==> config.mk <==
export PLATFORM = sky130hd
export DESIGN_NAME = hecb_queue
export DESIGN_NICKNAME = d
export VERILOG_FILES = /design/src/design/hecb_pkg.sv /design/src/design/hecb_queue.sv
export SDC_FILE = /design/constraint.sdc
export NUM_CORES = 1
export LEC_CHECK = 0
export ABC_AREA = 0
export BUFFER_PORTS_ARGS = -buffer_cell sky130_fd_sc_hd__buf_2
export CORE_UTILIZATION = 54
export CTS_BUF_LIST = sky130_fd_sc_hd__clkbuf_8
export DETAILED_ROUTE_END_ITERATION = 10
export GPL_TIMING_DRIVEN = 1
export PLACE_DENSITY = 0.81
export RECOVER_POWER = 25
export SLEW_MARGIN = 20
export SYNTH_ARGS = -nofsm -noshare
export SYNTH_HDL_FRONTEND = slang
export SYNTH_SLANG_ARGS = --single-unit
export TNS_END_PERCENT = 10
==> constraint.sdc <==
create_clock -name clk -period 2.3 [get_ports clk]
set_input_delay 0.115 -clock clk [delete_from_list [all_inputs] [get_ports clk]]
set_output_delay 0.115 -clock clk [all_outputs]
set_load 0.005 [all_outputs]
==> src/design/hecb_pkg.sv <==
// hecb_pkg: shared types, codes and size defaults for the half-edge builder
// used by every module of the block but hecb_ram; no dependencies

package hecb_pkg;

  localparam int unsigned DEF_MAX_HALF_EDGES = 4096;
  localparam int unsigned DEF_MAX_VERTICES   = 4096;
  localparam int unsigned DEF_MAX_FACES      = 2048;

  localparam int unsigned CMD_W   = 3;
  localparam int unsigned VID_W   = 12;
  localparam int unsigned IDX_W   = 12;
  localparam int unsigned LIMIT_W = 13;
  localparam int unsigned FACE_W  = 11;
  localparam int unsigned BND_W   = 13;

  localparam logic [LIMIT_W-1:0] LIMIT_RESET = 13'd4096;

  typedef enum logic [CMD_W-1:0] {
    CMD_CLEAR   = 3'd0,
    CMD_ADD     = 3'd1,
    CMD_FINISH  = 3'd2,
    CMD_RD_EDGE = 3'd3,
    CMD_RD_VERT = 3'd4
  } cmd_e_t;

  typedef enum logic [2:0] {
    STS_OK    = 3'd0,
    STS_FULL  = 3'd1,
    STS_RANGE = 3'd2,
    STS_OPEN  = 3'd3,
    STS_BADV  = 3'd4,
    STS_STALE = 3'd5
  } status_t;

  typedef enum logic [2:0] {
    OP_CLEAR,
    OP_ADD,
    OP_FINISH,
    OP_RD_EDGE,
    OP_RD_VERT,
    OP_BADV,
    OP_RANGE
  } op_t;

  typedef struct packed {
    op_t              op;
    logic [VID_W-1:0] vid;
    logic             closes;
    logic [IDX_W-1:0] idx;
  } hecb_op_t;

  typedef struct packed {
    status_t          status;
    logic [11:0]      edge_index;
    logic [11:0]      origin_vertex;
    logic [FACE_W-1:0] owning_face;
    logic [11:0]      next_edge;
    logic [11:0]      prev_edge;
    logic [11:0]      twin_edge;
    logic             has_twin;
    logic [BND_W-1:0] boundary_count;
    logic [11:0]      vertex_edge;
    logic             vertex_has_edge;
  } hecb_res_t;

  typedef enum logic [4:0] {
    ST_CLR,
    ST_IDLE,
    ST_ADD_LINK,
    ST_RDE,
    ST_RDV,
    ST_HCLR,
    ST_D_NXT,
    ST_D_ORG,
    ST_D_SRC,
    ST_D_HEAD,
    ST_D_LINK,
    ST_P_ORG,
    ST_P_DST,
    ST_P_HEAD,
    ST_P_LOOK,
    ST_W_CHK
  } state_t;

endpackage

==> src/design/hecb_queue.sv <==
// hecb_queue: two-word queue of sorted operations between front and back end
// uses hecb_pkg

module hecb_queue
  import hecb_pkg::*;
(
  input  logic     clk,
  input  logic     rst_n,
  input  logic     push,
  input  hecb_op_t push_data,
  input  logic     pop,
  output logic     full,
  output logic     q_valid,
  output hecb_op_t q_data
);

  hecb_op_t   slot_r [0:1];
  logic       wp_r, wp_nxt;
  logic       rp_r, rp_nxt;
  logic [1:0] cnt_r, cnt_nxt;

  always_comb begin
    wp_nxt  = push ? ~wp_r : wp_r;
    rp_nxt  = pop ? ~rp_r : rp_r;
    cnt_nxt = cnt_r + 2'(push) - 2'(pop);
  end

  always_ff @(posedge clk) begin
    if (!rst_n) begin
      wp_r  <= 1'b0;
      rp_r  <= 1'b0;
      cnt_r <= 2'd0;
    end else begin
      wp_r  <= wp_nxt;
      rp_r  <= rp_nxt;
      cnt_r <= cnt_nxt;
    end
  end

  always_ff @(posedge clk) begin
    if (push) begin
      slot_r[wp_r] <= push_data;
    end
  end

  assign full    = cnt_r == 2'd2;
  assign q_valid = cnt_r != 2'd0;
  assign q_data  = slot_r[rp_r];

endmodule

==> metrics.md <==
| Metric | Value |
|---|---|
| Area grow syn2layout | 33.32% |
| Final setup fails | 0 |
| Post-Syn Area per Cell | ~22 um^2 |
| Antenna viol nets, final | 0 |
| Die height | 67.98 um |
| Post-synthesis mux area share | 0.1660 |
| Layout cells sized above 1 | 0.4387 |
| Total congestion overflow | 0 |
| Most frequent cells in the layout | edfxtp_1 (56), buf_2 (48), dlygate4sd3_1 (28) |
| Worst hold path depth | 2 |
| Synth Warn # | 0 |
| Unrepaired setup endpoints after global routing | no |
| Clock Tree Buf Depth | 2 |
| Detailed placement HPWL | between 2 and 2.5 mm |
| First-pass GRT wire length | 5.961 mm |
| Mapped Area | approximately 2400 um^2 |
| Hold Crit Start | rst_n |
| Clock Tree Root | clkbuf_8 |
| Clk sinks | 61 |
| Rows | 23 |
| DR DRC count | 0 |
| F_max | ~540 MHz |
| Cell area power density | slightly below 800 nW/um^2 |
| Multi-input gate area | about 510 um^2 |
| Input/output buffers | 61 |
| Vias per cell | ~4.9 |
| Seq pwr share | 0.541 |
| Wirelength per Cell | 14.90 um |
| Gate power share | 0.126 |
| CTS buffer count | 9 |
| Count of cell types in the netlist | 14 |
| CP Capture Type | output port |
| Initial antenna violation count | 0 |
| Clock period minus final worst setup slack | ~1900 ps |
| R2R setup slack | 870 ps |
| CP required | between 2000 and 2500 ps |
| Net count, final | approximately 240 |
| Clock network fraction of total power | 0.333 |
| Worst setup SP type | flip-flop |
| Fin Clk Skew | 9.104 ps |
| Switch Pwr | between 0.0004 and 0.0005 W |
| Register area | 1783 um^2 |
| Main combinational cell family by area after synthesis | multiplexers |
| Synth Area in Compound Gates | 0.003193 |
| Fin. Hold Viols | 0 |
| GRT Overall Usage | 0.1907 |
| Sequential share of the synthesized area | 0.7578 |
| P_int | just under 0.002 W |
| Hold Crit Class | input pin to flip-flop |
| Synth Area in Simple Gates | 0.02395 |
| Most common cell after layout, fill and taps aside | edfxtp_1 |
| Syn Inst Count | 108 |
| Gp weighted congestion | 0.6285 |
| Die X | 67.98 um |
| Initial Util | 0.5753 |
| Worst R2R Start | wp_r |
| Largest net degree at the start of global routing | 22 |
| CP Max Fanout | 19 |
| Ports | between 60 and 70 |
| TritonCTS clock tree | yes |
| Net Count, Synth | 142 |
| Clk_lat worst skew | 310 ps |
| R2R cell count | 2 |
| # Post-CTS Setup Buffers | 0 |
| First DRT Iteration DRCs | 50 |
| Worst EP arrival | around 1800 ps |
| Synth Area in XOR/XNOR | 0.01330 |
| Setup CP Type | flip-flop to output port |
| Core ar. | slightly above 4000 um^2 |
| Clock Pin Slew Worst Setup and Hold Paths | approximately 50 ps |
| Crit share post-route | 0.8110 |
| Worst vdd rail ir drop | a little over 0.6 mV |
| WL final | ~3.9 mm |
| Total chip power | 0.002438 W |
| Relative slew margins | 0.6374 |
| H-tree depth | 3 |
| # diodes | 0 |
| Die ar. | between 4000 and 5000 um^2 |
| R2r endpoint | slot_r[0][23] |
| Total iterations of the first detailed-routing run | 4 |
| Hold Worst Slack | around 68 ps |
| Final setup TNS | 0 ps |
| Via count | approximately 1300 |
| Adder-cell share of the synthesized area | 0.01064 |
| Outcome | complete, no violations |
| Fillers | between 200 and 250 |
| Yosys reg bits | 61 |
| Max Slew Vio Count | 0 |
| Number of global-route vias before repair | approximately 1400 |
| Max-cap violation count | 0 |
| Leakage | 1.248 nW |
| Switch share | 0.2003 |
| Worst-Margin Slew | between 500 and 600 ps |
[timing repair]
action | in CTS | in global routing
resized for setup | 0 | 0
hold buffers | 28 | 0
endpoints found under the hold margin | 56 | 0
[per-layer routing]
| metal | GRT usage | vias to the layer above | part of all wire |
|---|---|---|---|
| met2 | 0.3407 | 51 | 0.56 |
| met1 | 0.2027 | 612 | 0.37 |
| li1 | - | 618 | - |
| met4 | 0.1120 | 0 | 0.017 |
| met3 | 0.04500 | 6 | 0.053 |
| met5 | 0 | - | 0 |
[through the flow]
step	area (um^2)	instances	setup slack, ps	util
floorplan	2351	108	280.7	-
global placement	2701	220	779.5	0.6611
detailed placement	2701	220	737.9	0.6611
CTS	3151	262	386.3	0.7710
global route	3134	262	346.7	0.7670
finish	3134	262	434.6	0.7670
[critical path: stages (launching register included)]
cell and delay [ps]:
dfxtp_2 670, buf_4 320, mux2_4 320, buf_2 120
[cell families after synthesis]
logic type               count (synthesis)
AND/OR/NAND/NOR                          9
multiplexers                            28
XOR/XNOR                                 2
flip-flops                              61
AO/OA/AOI/OAI                            1
adder cells (fa/ha/maj)                  2
buffers and inverters                    5
[final cells by class]
type                            instances  share of cell area
Sequential cell                        61              0.5689
Clock buffer                            9             0.03952
Inverter                                2            0.002395
Clock inverter                          5             0.01437
Timing Repair Buffer                   93              0.1912
Multi-Input combinational cell         42              0.1637
Tap cell                               50             0.01996
[synthesized netlist by cell type]
library cell / instances / area, um^2
edfxtp_1: 56 / 1682
mux2_4: 20 / 300.3
mux2_2: 8 / 90.09
dfxtp_1: 5 / 100.1
and2_1: 4 / 25.02
nor2b_1: 4 / 25.02
buf_12: 2 / 40.04
ha_1: 2 / 25.02
inv_1: 2 / 7.510
buf_6: 1 / 11.26
o21a_1: 1 / 7.510
or2_2: 1 / 6.260
xnor3_1: 1 / 22.52
xor2_1: 1 / 8.760
[power by group through the flow]
stage | clock (W) | sequential (W) | combinational, W
final | 0.000812 | 0.00132 | 0.000307
after global placement | 0 | 0.00134 | 0.000262
after CTS | 0.000833 | 0.00132 | 0.000312
after global routing | 0.000878 | 0.00133 | 0.000335
after floorplan | 0 | 0.00132 | 0.000188
after detailed placement | 0 | 0.00134 | 0.000273
[worst max path at each step]
stage | to | depth (start not counted) | slack [ps]
floorplan | slot_r[0][0] | 1 | 280
global placement | q_data[15] | 3 | 780
detailed placement | q_data[14] | 3 | 740
CTS | q_data[14] | 3 | 390
global route | q_data[9] | 3 | 350
finish | q_data[14] | 3 | 430
[sequential cells by signal, summed over array words and instances (netlist names), named ones only]
signal  count
cnt_r       2
rp_r        1
slot_r     56
wp_r        1
Note: power is estimated with default switching activity, not from simulation.
