$ cat src/design/hecb_pkg.sv
// hecb_pkg: shared types, codes and size defaults for the half-edge builder
// used by every module of the block but hecb_ram; no dependencies

package hecb_pkg;

  localparam int unsigned DEF_MAX_HALF_EDGES = 4096;
  localparam int unsigned DEF_MAX_VERTICES   = 4096;
  localparam int unsigned DEF_MAX_FACES      = 2048;

  localparam int unsigned CMD_W   = 3;
  localparam int unsigned VID_W   = 12;
  localparam int unsigned IDX_W   = 12;
  localparam int unsigned LIMIT_W = 13;
  localparam int unsigned FACE_W  = 11;
  localparam int unsigned BND_W   = 13;

  localparam logic [LIMIT_W-1:0] LIMIT_RESET = 13'd4096;

  typedef enum logic [CMD_W-1:0] {
    CMD_CLEAR   = 3'd0,
    CMD_ADD     = 3'd1,
    CMD_FINISH  = 3'd2,
    CMD_RD_EDGE = 3'd3,
    CMD_RD_VERT = 3'd4
  } cmd_e_t;

  typedef enum logic [2:0] {
    STS_OK    = 3'd0,
    STS_FULL  = 3'd1,
    STS_RANGE = 3'd2,
    STS_OPEN  = 3'd3,
    STS_BADV  = 3'd4,
    STS_STALE = 3'd5
  } status_t;

  typedef enum logic [2:0] {
    OP_CLEAR,
    OP_ADD,
    OP_FINISH,
    OP_RD_EDGE,
    OP_RD_VERT,
    OP_BADV,
    OP_RANGE
  } op_t;

  typedef struct packed {
    op_t              op;
    logic [VID_W-1:0] vid;
    logic             closes;
    logic [IDX_W-1:0] idx;
  } hecb_op_t;

  typedef struct packed {
    status_t          status;
    logic [11:0]      edge_index;
    logic [11:0]      origin_vertex;
    logic [FACE_W-1:0] owning_face;
    logic [11:0]      next_edge;
    logic [11:0]      prev_edge;
    logic [11:0]      twin_edge;
    logic             has_twin;
    logic [BND_W-1:0] boundary_count;
    logic [11:0]      vertex_edge;
    logic             vertex_has_edge;
  } hecb_res_t;

  typedef enum logic [4:0] {
    ST_CLR,
    ST_IDLE,
    ST_ADD_LINK,
    ST_RDE,
    ST_RDV,
    ST_HCLR,
    ST_D_NXT,
    ST_D_ORG,
    ST_D_SRC,
    ST_D_HEAD,
    ST_D_LINK,
    ST_P_ORG,
    ST_P_DST,
    ST_P_HEAD,
    ST_P_LOOK,
    ST_W_CHK
  } state_t;

endpackage

$ cat src/design/hecb_front.sv
// hecb_front: takes command words, holds the vertex limit register and sorts
// each word into an operation for the back end; uses hecb_pkg

module hecb_front
  import hecb_pkg::*;
#(
  parameter int unsigned MAX_VERTICES = DEF_MAX_VERTICES
) (
  input  logic               clk,
  input  logic               rst_n,
  input  logic               start,
  input  logic               q_full,
  input  logic [CMD_W-1:0]   in_command,
  input  logic [VID_W-1:0]   in_vertex_id,
  input  logic               in_closes_face,
  input  logic [IDX_W-1:0]   in_lookup_index,
  input  logic               cfg_valid,
  input  logic [LIMIT_W-1:0] cfg_vertex_limit,
  output logic               busy,
  output logic               push,
  output hecb_op_t           push_data
);

  logic [LIMIT_W-1:0] limit_r;
  logic [31:0]        active;
  logic               vid_ok;
  logic               idx_ok;

  always_ff @(posedge clk) begin
    if (!rst_n) begin
      limit_r <= LIMIT_RESET;
    end else if (cfg_valid) begin
      limit_r <= cfg_vertex_limit;
    end
  end

  assign active = (32'(limit_r) < 32'(MAX_VERTICES)) ? 32'(limit_r) : 32'(MAX_VERTICES);
  assign vid_ok = 32'(in_vertex_id) < active;
  assign idx_ok = 32'(in_lookup_index) < active;

  assign busy = q_full;
  assign push = start && !q_full;

  always_comb begin
    push_data.vid    = in_vertex_id;
    push_data.closes = in_closes_face;
    push_data.idx    = in_lookup_index;
    unique case (in_command)
      CMD_CLEAR:   push_data.op = OP_CLEAR;
      CMD_ADD:     push_data.op = vid_ok ? OP_ADD : OP_BADV;
      CMD_FINISH:  push_data.op = OP_FINISH;
      CMD_RD_EDGE: push_data.op = OP_RD_EDGE;
      CMD_RD_VERT: push_data.op = idx_ok ? OP_RD_VERT : OP_RANGE;
      default:     push_data.op = OP_RANGE;
    endcase
  end

endmodule

$ cat config.mk
export PLATFORM = sky130hd
export DESIGN_NAME = hecb_front
export DESIGN_NICKNAME = d
export VERILOG_FILES = /design/src/design/hecb_pkg.sv /design/src/design/hecb_front.sv
export SDC_FILE = /design/constraint.sdc
export NUM_CORES = 1
export LEC_CHECK = 0
export BUFFER_PORTS_ARGS = -buffer_cell sky130_fd_sc_hd__buf_4
export CAP_MARGIN = 20
export CORE_MARGIN = 2
export CORE_UTILIZATION = 44
export DETAILED_ROUTE_END_ITERATION = 6
export GPL_TIMING_DRIVEN = 0
export PLACE_DENSITY = 0.77
export SLEW_MARGIN = 25
export SYNTH_ARGS = -nofsm -noshare
export SYNTH_HDL_FRONTEND = slang
export SYNTH_SLANG_ARGS = --single-unit
$ cat constraint.sdc
create_clock -name clk -period 2 [get_ports clk]
set_input_delay 0.2 -clock clk [delete_from_list [all_inputs] [get_ports clk]]
set_output_delay 0.2 -clock clk [all_outputs]
set_load 0.005 [all_outputs]
==> out/metrics.cfg, run 1 <==
[routing]
routed_via_density = 4.953
drtIter0Drc = 25
postRouteAntennaNets = 0
drc = 0
num_vias = 1278
dr.pass1.iters = 4
routed_wl_um = 3376
routedWlPerCell_um = 13.09

[cells_and_area]
final_area_um2 = 2068
drive_above_1_share_pct = 57.27
top_register = limit_r
regArea_um2 = 264.0
area_growth_pct = 59.40
reg.largest.list = limit_r (13)
fill_cells = 211
final_nets = 296
antenna_cells = 0
multi_input_area_um2 = 942.2
largest_reg_flops = 13

[clock_tree]
cts_max_path_buffers = 2
insertion_delay_ns = 0.27
cts_root_buf = clkbuf_4
cts_tree = done
clock_sinks = 13
cts.htree.levels = 1
cts_inserted_buffers = 3
clk_pin_slew_ns = 0.08

[synth]
synth_edf_count = 0
netlist.area_leader.share_pct = 21.22
synth_top_area_cell = ha_1
synthArstFlopShare_pct = 0
synth_fp_nets = 216
synth_most_common_cell = buf_4
ys_seq_area_share_pct = 20.06
synth_area_leaders = ha_1, dfxtp_1, buf_4, mux2i_1, nor2b_1
synth_area_per_cell_um2 = 8.767
synth_ff_type = dfxtp_1
synth_cells = 148
ys_seq_elements = 13
ys_types = 23
syn_area_um2 = 1297
yosysWarnings = 0
synth_common_cells = buf_4, ha_1, nor2b_1

[floorplanning]
start_util_pct = 46.65
dieArea_um2 = 3399
die_h_um = 58.31
die_w_um = 58.31
core_area_um2 = 2781
fp-row-count = 19
io_pins = 76

[global_routing]
grt_pass1_vias = 1298
grt.overflow.total = 0
antenna_found_initial = 0
track_usage_pct = 19.93
grt_pass1_wl_um = 5375
grt_max_degree = 11

[worst_setup_path]
worstSetupEndpointType = primary output
cp.required_ns = 1.80
path_class = flip-flop to primary output
crit_fanout = 5
critPathArrivalTime_ns = 1.89
start_kind = flip-flop

[pwr]
p_per_area_nw_per_um2 = 373.5
ir_worst_vdd_v = 0.0004489
leakage_uw = 0.001023

[placement]
gp_congestion = 0.7898
placed_cell_area_um2 = 1884
port_buffers = 73
dp_hpwl_um = 2852

[sta]
rsz0062_at_grt = true
setup_slack_ns = -0.08957
relSlewSlack_pct = 79.11
drv_slew = 0
finalCritPeriodShare_pct = 104.5
skew_ns = 0
final-hold-violation-count = 0
worst_pin_slew_ns = 0.3133
fmax_mhz = 478.6
finalCriticalPeriod_ns = 2.090
whs_ns = 0.1412
setup_viol = 2

[min_path]
hold_class = input pin to flip-flop

[flow_run]
drv_cap = 0

[outcome]
violations = setup timing
outcome = finished with violations

cell families after synthesis:
kind of cell / Yosys count / synth area share [%]
mux: 13 / 10.03
buf+inv: 31 / 17.45
simple gates: 49 / 22.08
fa+ha+maj: 22 / 21.21
flops: 13 / 20.06
compound gates: 20 / 9.161
worst max-delay path, stage by stage (launching register included):
cell and delay, ns:
dfxtp_4 0.36, buf_8 0.12, nand2b_4 0.15, ha_4 0.21, a21o_1 0.17, a21o_1 0.15
a221oi_2 0.23, nand2_1 0.08, buf_4 0.14
through the flow:
stage | setup slack [ns] | util [%] | instances | total power, µW | TNS [ns]
after floorplan | 0.1145 | - | 148 | 432.9 | 0
after global placement | -0.1654 | 67.75 | 252 | 570.5 | -0.2128
after detailed placement | -0.2041 | 67.75 | 252 | 584.8 | -0.2644
after CTS | -0.1149 | 72.92 | 258 | 768.4 | -0.2062
after global routing | -0.1827 | 74.36 | 258 | 820.3 | -0.3131
final | -0.08957 | 74.36 | 258 | 772.5 | -0.1318
final cells by class:
| cell class | instances | area share [%] |
|---|---|---|
| buffer | 30 | 10.95 |
| multi-input combinational | 104 | 45.55 |
| sequential | 13 | 12.76 |
| timing repair buffer | 76 | 27.59 |
| clock buffer | 4 | 1.270 |
| tap | 31 | 1.875 |
cell usage in the layout (no fill, tap or decap):
cell type  count
o211ai_2       1
nor3_1         1
nand2_1        7
nor3b_1        2
nand4_1        4
ha_1          17
buf_2          1
nand3_1        2
a221oi_2       1
dfxtp_4        1
a21oi_2        3
a21o_1         2
buf_8          1
nor2b_1       14
clkbuf_4       4
a211oi_2       1
mux2i_1       13
o21ai_2        1
and4_4         1
nand2b_4       5
nor3b_2        1
nand2b_2       1
a21oi_1        7
ha_4           5
nand2b_1       6
o21ai_0        4
buf_4        102
clkbuf_1       2
nand2_2        1
nor2_1         4
dfxtp_1       12
metal layers:
layer / global-route usage [%] / up-vias / share of wire, %
li1: - / 647 / -
met1: 22.83 / 590 / 39
met2: 39.49 / 39 / 56
met3: 1.099 / 2 / 5.0
met4: 4.983 / 0 / 0.33
met5: 0 / - / 0
where the power goes:
part           switching (µW)  total (µW)  internal [µW]
clock network            82.8         160           77.3
registers                13.8         288            274
logic                     119         325            206
total                     216         772            557
what timing repair did:
action	in CTS	in global routing
hold buffers	0	0
setup endpoints to repair	2	2
cloned	1	0
pin swaps	4	3
resized for setup	18	7
buffers inserted	2	0
final timing paths:
path	start	to	slack (ns)	cells past startpoint
hold reg to reg	limit_r[5]$_SDFFE_PN0P_	limit_r[5]$_SDFFE_PN0P_	0.53	2
setup / recovery	limit_r[12]$_SDFFE_PN1P_	push_data[27]	-0.09	8
setup reg to reg	limit_r[12]$_SDFFE_PN1P_	limit_r[12]$_SDFFE_PN1P_	1.19	3
hold / removal	cfg_vertex_limit[12]	limit_r[12]$_SDFFE_PN1P_	0.14	3
No activity file was read; power rests on OpenSTA's default activity.
==> run 2: changes to the inputs <==
CORE_UTILIZATION = 40   (was 44)
CTS_BUF_LIST = sky130_fd_sc_hd__clkbuf_2 sky130_fd_sc_hd__clkbuf_4 sky130_fd_sc_hd__clkbuf_8   (was default)
PLACE_DENSITY = 0.7   (was 0.77)
==> run 2 against run 1 <==
The flow still finishes with violations (setup timing). Largest cell class unchanged. Non-clock buffer count unchanged. Sequential share of layout area about the same. Die area increased by 9.3%. Utilization decreased by 7.1 points. Largest power group unchanged. Global-route usage decreased by 2.4 points. Maximum frequency decreased by 0.75%. Setup slack got worse by 0.016 ns. Flip-flop and latch count unchanged. Critical endpoint unchanged. Final cell count increased by 5.0%. Critical path type unchanged.
==> out/metrics.cfg, run 2 (synthesis results as in run 1) <==
[cells_and_area]
fill_cells = 253  ; +20%
layout_commonest_cell = buf_4
stdcell_count = 271  ; +5.0%
final_nets = 296  ; unchanged
reg.largest.list = limit_r (13)
multi_input_area_um2 = 924.6  ; -1.9%
largest_reg_flops = 13  ; unchanged
area_growth_pct = 59.50  ; about the same
final_cell_mix = buf_4, ha_1, nor2b_1
top_register = limit_r
regArea_um2 = 264.0  ; unchanged
antenna_cells = 0  ; unchanged
drive_above_1_share_pct = 55.51  ; -1.8 points

[global_routing]
grt_max_degree = 11  ; unchanged
antenna_found_initial = 0  ; unchanged
grt_pass1_wl_um = 4954  ; -7.8%
grt_pass1_vias = 1217  ; -6.2%
track_usage_pct = 17.55  ; -2.4 points
grt.overflow.total = 0  ; unchanged

[routing]
drc = 0  ; unchanged
dr.pass1.iters = 4  ; unchanged
routed_via_density = 4.720  ; -4.7%
drtIter0Drc = 27  ; +8.0%
num_vias = 1279  ; +0.078%
postRouteAntennaNets = 0  ; unchanged
routed_wl_um = 3256  ; -3.6%
routedWlPerCell_um = 12.01  ; -8.2%

[sta]
finalCritPeriodShare_pct = 105.3  ; +0.79 points
fmax_mhz = 475.0  ; -0.75%
finalCriticalPeriod_ns = 2.105  ; +0.01582 ns
final-hold-violation-count = 0  ; unchanged
rsz0062_at_grt = true
whs_ns = 0.1572  ; +0.01602 ns
drv_slew = 0  ; unchanged
setup_slack_ns = -0.1054  ; -0.01582 ns
setup_viol = 2  ; unchanged
worst_pin_slew_ns = 0.2941  ; -0.01928 ns
relSlewSlack_pct = 80.40  ; +1.3 points
skew_ns = 0  ; unchanged

[pwr]
ir_worst_vdd_v = 0.0004412  ; -1.7%
power_frac_seq_pct = 37.2  ; about the same
intPower_uw = 567.3  ; +1.9%
leakage_uw = 0.001023  ; about the same
finalPower_uw = 771.3  ; -0.16%
p_switching_uw = 204.0  ; -5.4%
combPwrFrac_pct = 41.3  ; -0.7 points
sw_frac_of_total_pct = 26.44  ; -1.5 points
clkPwrFrac_pct = 21.5  ; +0.8 points
p_per_area_nw_per_um2 = 372.7  ; -0.22%

[worst_setup_path]
worstSetupEndpointType = primary output
critPathArrivalTime_ns = 1.91  ; +0.02 ns
cp.required_ns = 1.80  ; about the same
start_kind = flip-flop
path_class = flip-flop to primary output
crit_fanout = 5  ; unchanged
crit_top_cell = nand2_1
slowest_delay_ns = 0.35  ; about the same
crit_family = simple AND/OR/NAND/NOR gates
worstPathCellList = clkbuf_4 > nand2b_1 > ha_1 > nand2_1 > o21ai_1 > a221oi_2 > nand2_1 > buf_4
worstPathBufferInverterCount = 2  ; unchanged
crit_path_top_delay_cell = dfxtp_4

[clock_tree]
clk_pin_slew_ns = 0.07  ; about the same
holdBufCountCts = 0  ; unchanged
cts.htree.levels = 1  ; unchanged
cts_inserted_buffers = 3  ; unchanged
clock_sinks = 13  ; unchanged
cts_tree = done
cts_root_buf = clkbuf_4
insertion_delay_ns = 0.26  ; about the same
cts_max_path_buffers = 2  ; unchanged

[placement]
placed_cells = 265  ; +5.2%
port_buffers = 73  ; unchanged
gp_congestion = 0.8759  ; +11%
dp_hpwl_um = 2754  ; -3.4%

[floorplanning]
fp-row-count = 20  ; +1
die_h_um = 60.96  ; +4.5%
io_pins = 76  ; unchanged
die_w_um = 60.96  ; +4.5%
start_util_pct = 42.15  ; -4.5 points
core_area_um2 = 3078  ; +11%
dieArea_um2 = 3716  ; +9.3%

[flow_run]
drv_cap = 0  ; unchanged

[outcome]
outcome = finished with violations
violations = setup timing

[min_path]
hold_class = input pin to flip-flop

==> run 2: power by group through the flow <==
stage               registers (µW)  logic [µW]  clock network (µW)
floorplan                      286         147                   0
global placement               289         283                   0
detailed placement             289         294                   0
CTS                            286         311                 172
global route                   289         351                 185
finish                         287         319                 166
==> run 2: metrics by stage <==
| step | setup TNS (ns) | util (%) | worst slack, ns | area [µm²] |
|---|---|---|---|---|
| final | -0.1249 | 67.24 | -0.1054 | 2069 |
| after global routing | -0.3518 | 67.24 | -0.2260 | 2069 |
| after CTS | -0.1784 | 65.94 | -0.1105 | 2029 |
| after global placement | -0.1765 | 61.75 | -0.1765 | 1901 |
| after floorplan | 0 | - | 0.1145 | 1297 |
| after detailed placement | -0.2134 | 61.75 | -0.2010 | 1901 |
==> run 2: cell type report <==
type | count | share of cell area (%)
repair buffers | 76 | 27.57
clock buffers | 4 | 1.451
plain buffers | 30 | 10.88
well taps | 44 | 2.660
flip-flops and latches | 13 | 12.76
multi-input cells | 104 | 44.68
==> run 2: final timing paths <==
kind | start | to | slack (ns) | depth (start not counted)
max | limit_r[12]$_SDFFE_PN1P_ | push_data[27] | -0.11 | 8
min | cfg_vertex_limit[12] | limit_r[12]$_SDFFE_PN1P_ | 0.16 | 3
max reg2reg | limit_r[12]$_SDFFE_PN1P_ | limit_r[12]$_SDFFE_PN1P_ | 1.19 | 3
min reg2reg | limit_r[7]$_SDFFE_PN0P_ | limit_r[7]$_SDFFE_PN0P_ | 0.53 | 2
==> run 2: worst reg2reg max path, stage by stage, from the launching register on <==
cell	delay, ns
dfxtp_4	0.35
clkbuf_4	0.15
mux2i_1	0.12
nand2_1	0.06
==> run 2: per-layer routing <==
metal	wire [µm]	vias up	GRT usage, %
met5	0	-	0
met4	52	0	7.764
met3	202	6	1.919
met2	1599	50	29.80
met1	1401	574	22.34
li1	-	649	-
==> run 2: what timing repair did <==
| action | 4_1_cts | 5_1_grt |
|---|---|---|
| pin swaps | 7 | 0 |
| endpoints found under the setup margin | 2 | 2 |
| gates cloned | 1 | 0 |
| resized for setup | 15 | 7 |
| setup buffers | 2 | 0 |
